$ cat config.mk
export PLATFORM = sky130hd
export DESIGN_NAME = arpc_engine
export DESIGN_NICKNAME = d
export VERILOG_FILES = /design/src/rtl/core/arpc_pkg.sv /design/src/rtl/core/arpc_engine.sv
export SDC_FILE = /design/constraint.sdc
export NUM_CORES = 1
export LEC_CHECK = 0
export BUFFER_PORTS_ARGS = -buffer_cell sky130_fd_sc_hd__buf_2
export CAP_MARGIN = 20
export CORE_UTILIZATION = 55
export CTS_BUF_LIST = sky130_fd_sc_hd__clkbuf_8 sky130_fd_sc_hd__clkbuf_16
export DETAILED_ROUTE_END_ITERATION = 7
export PLACE_DENSITY = 0.74
export REMOVE_ABC_BUFFERS = 1
export SETUP_SLACK_MARGIN = 0.02
export SYNTH_ARGS = -nofsm -noshare
export SYNTH_HDL_FRONTEND = slang
export SYNTH_SLANG_ARGS = --single-unit
$ cat constraint.sdc
create_clock -name i_clk -period 13.6 [get_ports i_clk]
set_input_delay 0.68 -clock i_clk [delete_from_list [all_inputs] [get_ports i_clk]]
set_output_delay 0.68 -clock i_clk [all_outputs]
set_load 0.1 [all_outputs]
$ cat src/rtl/core/arpc_pkg.sv
package arpc_pkg;

    // Field widths of the data stream.
    localparam int SAMPLE_W = 16;
    localparam int PULSE_W  = 56;

    // Skip-word marker and count field.
    localparam int SKIP_BIT = 15;

    // Saturation limits of the leading-skip and in-record skip sums.
    localparam logic [23:0] LEAD_MAX = 24'hFF_FFFF;
    localparam logic [16:0] SKIP_MAX = 17'h1_FFFF;

    // Reset value of the pulse step register.
    localparam logic [15:0] PULSE_STEP_RESET = 16'd1348;

    // Record kind carried by the func field.
    typedef enum logic {
        REC_RAW = 1'b0,
        REC_FEX = 1'b1
    } t_rec_kind;

    // One input word with its record framing.
    typedef struct packed {
        logic [SAMPLE_W-1:0] sample;
        logic                func;
        logic                first;
        logic                last;
        logic [PULSE_W-1:0]  pulse_id;
    } t_word;

    // One record result.
    typedef struct packed {
        logic kind;
        logic checked;
        logic initial_error;
        logic internal_error;
    } t_result;

endpackage

$ cat src/rtl/core/arpc_engine.sv
module arpc_engine
    import arpc_pkg::*;
#(
    parameter int GROUP_SIZE   = 4,
    parameter int PATTERN_BITS = 11
)(
    input  logic        i_clk,
    input  logic        i_rst_n,
    input  logic        i_cfg_we,
    input  logic [15:0] i_cfg_wdata,
    input  logic        i_fire,
    input  t_word       i_word,
    output t_result     o_result
);

    localparam int          GPOS_W    = (GROUP_SIZE > 1) ? $clog2(GROUP_SIZE) : 1;
    localparam logic [GPOS_W-1:0] GPOS_LAST = GPOS_W'(GROUP_SIZE - 1);
    localparam logic [15:0] PMASK     = 16'((32'd1 << PATTERN_BITS) - 32'd1);

    logic [15:0]        r_pulse_step;
    logic [15:0]        r_ref_value,  n_ref_value;
    logic [PULSE_W-1:0] r_prev_pulse, n_prev_pulse;
    logic               r_have_ref,   n_have_ref;
    logic [15:0]        r_expected,   n_expected;
    logic [GPOS_W-1:0]  r_group_pos,  n_group_pos;
    logic               r_group_failed, n_group_failed;
    logic               r_skip_group, n_skip_group;
    logic [16:0]        r_skip_sum,   n_skip_sum;
    logic [23:0]        r_lead_sum,   n_lead_sum;
    logic               r_in_lead,    n_in_lead;
    logic               r_stopped,    n_stopped;
    logic               r_err_init,   n_err_init;
    logic               r_err_int,    n_err_int;
    logic               r_err_chk,    n_err_chk;

    logic [15:0] w;
    logic [15:0] pid_diff;
    logic [15:0] pid_prod;
    logic [15:0] pred_raw;

    assign w = i_word.sample;

    // Raw prediction: reference plus pulse difference times step, all modulo 2^16.
    assign pid_diff = i_word.pulse_id[15:0] - r_prev_pulse[15:0];
    assign pid_prod = pid_diff * r_pulse_step;
    assign pred_raw = r_ref_value + pid_prod;

    // Next state for one word.
    always_comb begin
        logic        do_close;
        logic [24:0] lead_tmp;
        logic [17:0] skip_tmp;
        logic [15:0] pred_fex;

        n_ref_value    = r_ref_value;
        n_prev_pulse   = r_prev_pulse;
        n_have_ref     = r_have_ref;
        n_expected     = r_expected;
        n_group_pos    = r_group_pos;
        n_group_failed = r_group_failed;
        n_skip_group   = r_skip_group;
        n_skip_sum     = r_skip_sum;
        n_lead_sum     = r_lead_sum;
        n_in_lead      = r_in_lead;
        n_stopped      = r_stopped;
        n_err_init     = r_err_init;
        n_err_int      = r_err_int;
        n_err_chk      = r_err_chk;
        do_close       = 1'b0;
        lead_tmp       = '0;
        skip_tmp       = '0;
        pred_fex       = '0;

        if (i_word.func == REC_RAW) begin
            // Raw record word.
            if (i_word.first) begin
                n_err_init     = 1'b0;
                n_err_int      = 1'b0;
                n_err_chk      = 1'b0;
                n_in_lead      = 1'b0;
                n_stopped      = 1'b0;
                n_skip_group   = 1'b0;
                n_group_pos    = '0;
                n_group_failed = 1'b0;
                if (r_have_ref) begin
                    n_err_chk = 1'b1;
                    if ((pred_raw & PMASK) != w) begin
                        n_err_init = 1'b1;
                    end
                end
                n_expected   = w;
                n_ref_value  = w;
                n_prev_pulse = i_word.pulse_id;
                n_have_ref   = 1'b1;
            end
            if (n_err_chk) begin
                if (!n_group_failed && ((n_expected & PMASK) != w)) begin
                    n_group_failed = 1'b1;
                    n_err_int      = 1'b1;
                end
                do_close = 1'b1;
            end
        end else begin
            // Fex record word.
            if (i_word.first) begin
                n_err_init     = 1'b0;
                n_err_int      = 1'b0;
                n_err_chk      = 1'b0;
                n_in_lead      = 1'b1;
                n_lead_sum     = '0;
                n_stopped      = 1'b0;
                n_skip_group   = 1'b0;
                n_group_pos    = '0;
                n_group_failed = 1'b0;
            end
            if (n_in_lead && w[SKIP_BIT]) begin
                // Leading skip word: count plus one, saturating.
                lead_tmp   = {1'b0, n_lead_sum} + {10'd0, w[SKIP_BIT-1:0]} + 25'd1;
                n_lead_sum = (lead_tmp > {1'b0, LEAD_MAX}) ? LEAD_MAX : lead_tmp[23:0];
            end else begin
                if (n_in_lead) begin
                    // First data word after the leading skips.
                    pred_fex     = r_ref_value + n_lead_sum[17:2];
                    n_in_lead    = 1'b0;
                    n_err_chk    = 1'b1;
                    if ((pred_fex & PMASK) != w) begin
                        n_err_init = 1'b1;
                    end
                    n_expected   = w;
                    n_group_pos  = '0;
                    n_skip_group = 1'b0;
                end
                if (!n_stopped && n_err_chk) begin
                    if ((n_group_pos == '0) && w[SKIP_BIT]) begin
                        n_skip_group = 1'b1;
                        n_skip_sum   = '0;
                    end
                    if (n_skip_group) begin
                        skip_tmp   = {1'b0, n_skip_sum} + {3'd0, w[SKIP_BIT-1:0]};
                        n_skip_sum = (skip_tmp > {1'b0, SKIP_MAX}) ? SKIP_MAX
                                                                   : skip_tmp[16:0];
                        do_close   = 1'b1;
                    end else if ((n_expected & PMASK) != w) begin
                        n_err_int = 1'b1;
                        n_stopped = 1'b1;
                    end else begin
                        do_close = 1'b1;
                    end
                end
            end
        end

        // Group bookkeeping: step the ramp at the end of each group.
        if (do_close) begin
            if (n_group_pos == GPOS_LAST) begin
                n_group_pos    = '0;
                n_group_failed = 1'b0;
                if (n_skip_group) begin
                    n_expected   = n_expected + {1'b0, n_skip_sum[16:2]};
                    n_skip_group = 1'b0;
                end else begin
                    n_expected = n_expected + 16'd1;
                end
            end else begin
                n_group_pos = n_group_pos + GPOS_W'(1);
            end
        end
    end

    // Result of the word that closes a record.
    assign o_result.kind           = i_word.func;
    assign o_result.checked        = n_err_chk;
    assign o_result.initial_error  = n_err_init;
    assign o_result.internal_error = n_err_int;

    // Pulse step register.
    always_ff @(posedge i_clk) begin
        if (!i_rst_n) begin
            r_pulse_step <= PULSE_STEP_RESET;
        end else if (i_cfg_we) begin
            r_pulse_step <= i_cfg_wdata;
        end
    end

    // Checker state, updated once per word.
    always_ff @(posedge i_clk) begin
        if (!i_rst_n) begin
            r_ref_value    <= '0;
            r_prev_pulse   <= '0;
            r_have_ref     <= 1'b0;
            r_expected     <= '0;
            r_group_pos    <= '0;
            r_group_failed <= 1'b0;
            r_skip_group   <= 1'b0;
            r_skip_sum     <= '0;
            r_lead_sum     <= '0;
            r_in_lead      <= 1'b0;
            r_stopped      <= 1'b0;
            r_err_init     <= 1'b0;
            r_err_int      <= 1'b0;
            r_err_chk      <= 1'b0;
        end else if (i_fire) begin
            r_ref_value    <= n_ref_value;
            r_prev_pulse   <= n_prev_pulse;
            r_have_ref     <= n_have_ref;
            r_expected     <= n_expected;
            r_group_pos    <= n_group_pos;
            r_group_failed <= n_group_failed;
            r_skip_group   <= n_skip_group;
            r_skip_sum     <= n_skip_sum;
            r_lead_sum     <= n_lead_sum;
            r_in_lead      <= n_in_lead;
            r_stopped      <= n_stopped;
            r_err_init     <= n_err_init;
            r_err_int      <= n_err_int;
            r_err_chk      <= n_err_chk;
        end
    end

endmodule

==> impl_metrics.py, run 1 <==
metrics = {
    "timing": {
        "timing.fmax_mhz": 116,
        "drv_slew": 0,
        "tns_ps": 0,
        "period_minus_slack_ps": 8660,
        "rsz0062_at_grt": "no",
        "tightest_slew_ps": 728,
        "period_share_pct": 63.6,
        "relSlewSlack_pct": 51.3,
        "setup_violations": 0,
        "finalHoldViolations": 0,
        "finClkSkew_ps": 6.60,
    },
    "route": {
        "drt-wirelength-per-cell_um": 16.3,
        "first_pass_iters": 5,
        "finalWirelength_mm": 24.4,
        "drc": 0,
        "ant_nets": 0,
        "via_per_inst": 5.82,
        "vias": 8735,
        "drt_iter0_markers": 507,
    },
    "clock_network": {
        "cts_root_buf": "clkbuf_16",
        "clk_pin_slew_ps": 70,
        "cts_setup_buffers": 0,
        "cts_sinks": 95,
        "clock_path_buffers": 2,
        "clk_latency_ps": 360,
        "cts_tree": "built",
        "cts_made_buffers": 9,
        "cts.htree.levels": 3,
        "cts_resized": 0,
        "hold_buffers": 0,
    },
    "flow_run": {
        "cap_violations": 0,
    },
    "synthesis": {
        "synthAdderAreaFrac_pct": 19.5,
        "syn_avg_cell_area_um2": 7.85,
        "synth_edf_count": 0,
        "synth_top_family_by_area": "compound AO/OA/AOI/OAI gates",
        "muxShareOfSynthArea_pct": 3.24,
        "synth_compound_gate_area_share_pct": 21.2,
        "synth_xor_area_share_pct": 9.28,
        "ys_seq_area_share_pct": 19.1,
        "synth_warnings": 0,
        "netlist_area_um2": 9960,
        "async_reset_ff_share_pct": 0,
        "synthSimpleGateAreaFrac_pct": 20.7,
        "synth_cell_type_count": 85,
        "synth-seq-cells": 95,
        "synth_top_flop_cell": "dfxtp_1",
        "synth_cells": 1269,
    },
    "cells_and_area": {
        "fin_nets": 1495,
        "final_common_cell": "nand2_1",
        "diodes": 0,
        "stdcell_count": 1500,
        "drive_above_1_share_pct": 8.24,
        "syn_to_final_growth_pct": 5.95,
        "fillers": 1603,
        "fin_util_pct": 60.4,
        "most-common-layout-cells": "141 x nand2_1, 108 x inv_1, 102 x a21oi_1",
    },
    "setup_path": {
        "path_class": "input pin to primary output",
        "cp.required_ps": 12920,
        "slowest_stage": "fa_1",
        "startpoint_type": "input pin",
        "critPathMaxStageDelay_ps": 550,
        "arrival_ps": 7980,
        "cp_common_cell": "fa_1",
        "path_max_fanout": 5,
        "timing.critical_path.buf_inv": 7,
        "critPathTopFamily": "adder cells",
        "endpoint_kind": "primary output",
    },
    "grt": {
        "track_usage_pct": 27.8,
        "grt_pass1_wl_mm": 40.7,
        "grt_pass1_vias": 8353,
        "antenna_found_initial": 0,
        "grt_max_degree": 60,
        "gr-total-overflow": 0,
    },
    "power_and_ir_drop": {
        "clkPwrFrac_pct": 25.4,
        "power.internal_mw": 0.654,
        "p_per_area_nw_per_um2": 99.0,
        "power_mw": 1.05,
        "p_comb_share_pct": 45.9,
        "ir_worst_vdd_uv": 76.8,
        "p_sw_share_pct": 37.4,
        "p_seq_share_pct": 28.7,
        "p_leak_nw": 4.59,
        "p_switching_mw": 0.391,
    },
    "place": {
        "io_buffers": 47,
        "gp_congestion": 0.896,
        "placed_cells": 1485,
        "dpl.hpwl_mm": 18.0,
    },
    "floorplan": {
        "fp.dieW_um": 137,
        "dieArea_um2": 18700,
        "ios": 99,
        "die_y_um": 137,
        "core.rowCount": 48,
        "start_util_pct": 57.0,
        "core_region_area_um2": 17500,
    },
    "hold_path": {
        "hp-class": "register to register",
    },
    "outcome": {
        "outcome": "completed",
    },
}
-- sequential cells by signal, summed over array words and instances, names as in the netlist, 2 cells and up, named ones only --
| name | flops |
|---|---|
| r_lead_sum | 24 |
| r_skip_sum | 13 |
| r_expected | 11 |
| r_prev_pulse | 11 |
| r_pulse_step | 11 |
| r_ref_value | 11 |
| r_group_pos | 2 |
-- routing by layer --
layer  up-vias  routed length [um]  GRT usage [%]
met5         -                   0              0
met4         0                 522           9.20
met3        36                1140           3.41
met2       201               11800           48.7
met1      4124               11000           35.2
li1       4374                   -              -
-- area by class of cell --
class	instances	area [um^2]	area share (%)
Tap cell	225	282	2.67
Sequential cell	95	1900	18.0
Clock buffer	9	225	2.13
Multi-Input combinational cell	1000	7370	69.8
Inverter	108	405	3.84
Clock inverter	6	61.3	0.581
Timing Repair Buffer	57	310	2.94
-- power by group through the flow --
stage	Combinational, mW	Clock, mW	Sequential [mW]
after floorplan	0.376	0	0.303
after global placement	0.471	0	0.306
after detailed placement	0.478	0	0.306
after CTS	0.483	0.269	0.300
after global routing	0.541	0.279	0.302
final	0.480	0.265	0.300
-- cell families (layout without fill, tap and decap cells) --
logic type | after synthesis | after routing
mux | 31 | 31
xor+xnor | 100 | 100
fa+ha+maj | 129 | 129
compound gates | 321 | 321
buf+inv | 174 | 180
simple gates | 419 | 419
flops | 95 | 95
-- worst min-delay path, delay by kind of cell, from the launching register on --
family          cells  cell delay, ps
compound gates      1              50
flops               1             310
simple gates        1              50
-- path summary, 6_finish.rpt --
path | from | end | slack (ps) | cells after the start
setup / recovery | i_word[0] | o_result[1] | 4940 | 29
hold reg to reg | r_lead_sum[13]$_SDFFE_PN0P_ | r_lead_sum[13]$_SDFFE_PN0P_ | 450 | 2
setup reg to reg | r_prev_pulse[0]$_SDFFE_PN0P_ | r_err_init$_SDFFE_PN0P_ | 6350 | 26
hold / removal | r_lead_sum[13]$_SDFFE_PN0P_ | r_lead_sum[13]$_SDFFE_PN0P_ | 450 | 2
-- cells in the mapped netlist (13+ instances only) --
cell type | n | area (um^2)
nor2b_1 | 34 | 213
a211oi_1 | 21 | 158
inv_1 | 108 | 405
nand2_1 | 141 | 529
nand3_1 | 23 | 115
a21oi_1 | 102 | 510
ha_1 | 85 | 1060
nor3_1 | 20 | 100
dfxtp_1 | 95 | 1900
clkbuf_1 | 51 | 191
and2_1 | 44 | 275
nor2_1 | 83 | 312
nand2b_1 | 16 | 100
a21o_1 | 23 | 173
fa_1 | 44 | 881
xnor2_1 | 60 | 526
and3_1 | 13 | 81.3
xor2_1 | 36 | 315
o21ai_0 | 53 | 265
mux2i_1 | 21 | 210
o22ai_1 | 14 | 87.6
-- stage by stage --
step / setup slack (ps) / area, um^2 / hold WS [ps]
after global placement: 5060 / 10300 / 434
after detailed placement: 5050 / 10300 / 441
final: 4940 / 10600 / 449
after floorplan: 5600 / 9680 / 427
after CTS: 4970 / 10600 / 451
after global routing: 4520 / 10600 / 472
(Power assumes the default switching activity.)
==> run 2: changes to the inputs <==
--- a/config.mk
+++ b/config.mk
@@ -10,7 +10,7 @@
 export CORE_UTILIZATION = 55
 export CTS_BUF_LIST = sky130_fd_sc_hd__clkbuf_8 sky130_fd_sc_hd__clkbuf_16
 export DETAILED_ROUTE_END_ITERATION = 7
-export PLACE_DENSITY = 0.74
+export PLACE_DENSITY = 0.77
 export REMOVE_ABC_BUFFERS = 1
 export SETUP_SLACK_MARGIN = 0.02
 export SYNTH_ARGS = -nofsm -noshare
==> constraint.sdc (replaced) <==
create_clock -name i_clk -period 7.44 [get_ports i_clk]
set_input_delay 0.372 -clock i_clk [delete_from_list [all_inputs] [get_ports i_clk]]
set_output_delay 0.372 -clock i_clk [all_outputs]
set_load 0.1 [all_outputs]
==> run 2 against run 1 <==
- die area did not move
- sequential share of layout area fell by 0.35 points
- setup slack got worse by 4700 ps
- register-to-register slack got worse by 5400 ps
- first-iteration DRC count fell by 3.7%
- power rose by 88%
- critical path type is now register to primary output
- critical endpoint unchanged
- largest cell class unchanged
- highest routed layer unchanged
==> impl_metrics.py, run 2 (synthesized netlist as in run 1, its figures left out) <==
metrics = {
    "setup_path": {
        "critPathMaxStageDelay_ps": 500,
        "slowest_stage": "fa_1",
        "r2r_slack_ps": 990,
        "r2r_start": "r_prev_pulse[0]$_SDFFE_PN0P_",
        "cp.required_ps": 7070,
        "r2r_end": "r_err_init$_SDFFE_PN0P_",
        "reg2reg_depth": 27,
        "arrival_ps": 6830,
        "worstSetupStartpoint": "r_prev_pulse[0]$_SDFFE_PN0P_",
        "endpoint_kind": "primary output",
        "path_max_fanout": 3,
        "path_class": "register to primary output",
        "cp_common_cell": "fa_1",
        "startpoint_type": "register",
        "endpoint": "o_result[1]",
    },
    "clock_network": {
        "cts_made_buffers": 9,
        "cts_sinks": 95,
        "hold_buffers": 0,
        "cts_tree": "built",
        "cts_root_buf": "clkbuf_16",
        "cts.htree.levels": 3,
        "clk_latency_ps": 360,
        "clock_path_buffers": 2,
        "clk_pin_slew_ps": 70,
    },
    "cells_and_area": {
        "final_common_cell": "nand2_1",
        "drive_above_1_share_pct": 10.4,
        "most-common-layout-cells": "140 x nand2_1, 104 x inv_1, 101 x a21oi_1",
        "fin_nets": 1504,
        "largestRegisters": "r_lead_sum (24), r_skip_sum (13)",
        "diodes": 0,
        "largest_reg_flops": 24,
        "largest-register": "r_lead_sum",
        "syn_to_final_growth_pct": 8.10,
    },
    "grt": {
        "antenna_found_initial": 0,
        "track_usage_pct": 28.4,
        "met3_usage_pct": 4.04,
        "gr-total-overflow": 0,
        "grt_pass1_wl_mm": 41.4,
        "grt_pass1_vias": 8430,
        "use_met2_pct": 49.2,
        "grt_max_degree": 60,
        "grt_use_met1_pct": 35.5,
        "grt.busiest_layer": "met2",
    },
    "route": {
        "drt_iter0_markers": 488,
        "ant_nets": 0,
        "drc": 0,
        "finalWirelength_mm": 25.2,
        "first_pass_iters": 5,
        "vias": 8964,
        "via_per_inst": 5.94,
        "drt-wirelength-per-cell_um": 16.7,
    },
    "flow_run": {
        "cap_violations": 0,
    },
    "floorplan": {
        "die_y_um": 137,
        "core.rowCount": 48,
        "core_region_area_um2": 17500,
        "dieArea_um2": 18700,
        "start_util_pct": 57.0,
        "ios": 99,
        "fp.dieW_um": 137,
    },
    "place": {
        "gp_congestion": 0.900,
        "io_buffers": 47,
        "dpl.hpwl_mm": 18.3,
    },
    "timing": {
        "setup_violations": 0,
        "finClkSkew_ps": 7.78,
        "period_minus_slack_ps": 7200,
        "relSlewSlack_pct": 47.1,
        "rsz0062_at_grt": "yes",
        "drv_slew": 0,
        "period_share_pct": 96.8,
        "hold_ws_ps": 229,
        "finalHoldViolations": 0,
        "timing.fmax_mhz": 139,
        "tns_ps": 0,
        "tightest_slew_ps": 793,
    },
    "power_and_ir_drop": {
        "p_per_area_nw_per_um2": 182,
        "p_leak_nw": 4.66,
        "ir_worst_vdd_uv": 141,
    },
    "outcome": {
        "outcome": "completed",
    },
    "hold_path": {
        "hp-class": "input pin to register",
    },
}
[run 2: changes by cell type in the layout (fill, tap and decap cells not counted), moves of 3 or more]
cell / change
clkinv_4: +3
inv_1: -4
fa_2: +3
fa_1: -3
buf_4: +9
inv_2: +3
[run 2: worst min path at each step]
| stage | startpoint | to | slack [ps] | cells after the start |
|---|---|---|---|---|
| after CTS | i_cfg_wdata[10] | r_pulse_step[10]$_SDFFE_PN1P_ | 230 | 3 |
| final | i_cfg_wdata[10] | r_pulse_step[10]$_SDFFE_PN1P_ | 230 | 3 |
| after detailed placement | r_lead_sum[11]$_SDFFE_PN0P_ | r_lead_sum[11]$_SDFFE_PN0P_ | 440 | 2 |
| after floorplan | r_lead_sum[11]$_SDFFE_PN0P_ | r_lead_sum[11]$_SDFFE_PN0P_ | 430 | 2 |
| after global placement | r_lead_sum[5]$_SDFFE_PN0P_ | r_lead_sum[5]$_SDFFE_PN0P_ | 430 | 2 |
| after global routing | i_cfg_wdata[10] | r_pulse_step[10]$_SDFFE_PN1P_ | 230 | 3 |
[run 2: area by class of cell]
class	count	area, um^2
fill	1548	6710
inverter	108	405
sequential	95	1900
tap	225	282
clock inverter	7	104
timing repair buffer	66	393
multi-input combinational	1000	7460
clock buffer	9	225
[run 2: layer usage]
metal	part of all wire, %	wire (um)	vias to the layer above
li1	-	-	4402
met1	43	10900	4236
met2	48	12200	271
met3	5.5	1400	55
met4	2.9	722	0
met5	0	0	-
[run 2: repair_timing]
item | CTS | global route
pin swaps | 7 | 19
setup buffers | 0 | 2
endpoints found under the setup margin | 1 | 1
resized for setup | 7 | 20
[run 2: through the flow]
stage / instances / cell area, um^2 / util, % / total power [mW] / worst slack (ps)
5_1_grt: 1510 / 10800 / 61.6 / 2.11 / -70.4
4_1_cts: 1508 / 10700 / 61.0 / 1.94 / 60.2
3_5_place_dp: 1492 / 10300 / 59.0 / 1.42 / -112
2_1_floorplan: 1203 / 9680 / - / 1.24 / 57.4
3_3_place_gp: 1492 / 10300 / 59.0 / 1.41 / -68.3
6_report: 1510 / 10800 / 61.6 / 1.96 / 235
[run 2: worst max-delay path: cells and delay by family (launching register included)]
family                     cells  cell delay, ps
DFF                            1             350
adders and majority gates      7            2850
and+or+nand+nor                2             230
buffers and inverters          6             530
AOI/OAI and AO/OA              4             810
xor gates and xnor gates       9            1680
[run 2: where the power goes]
part	internal (mW)	total (mW)	leakage, nW	switching (mW)
clock	0.299	0.529	0.161	0.229
sequential	0.529	0.549	0.775	0.0208
combinational	0.406	0.886	3.72	0.480
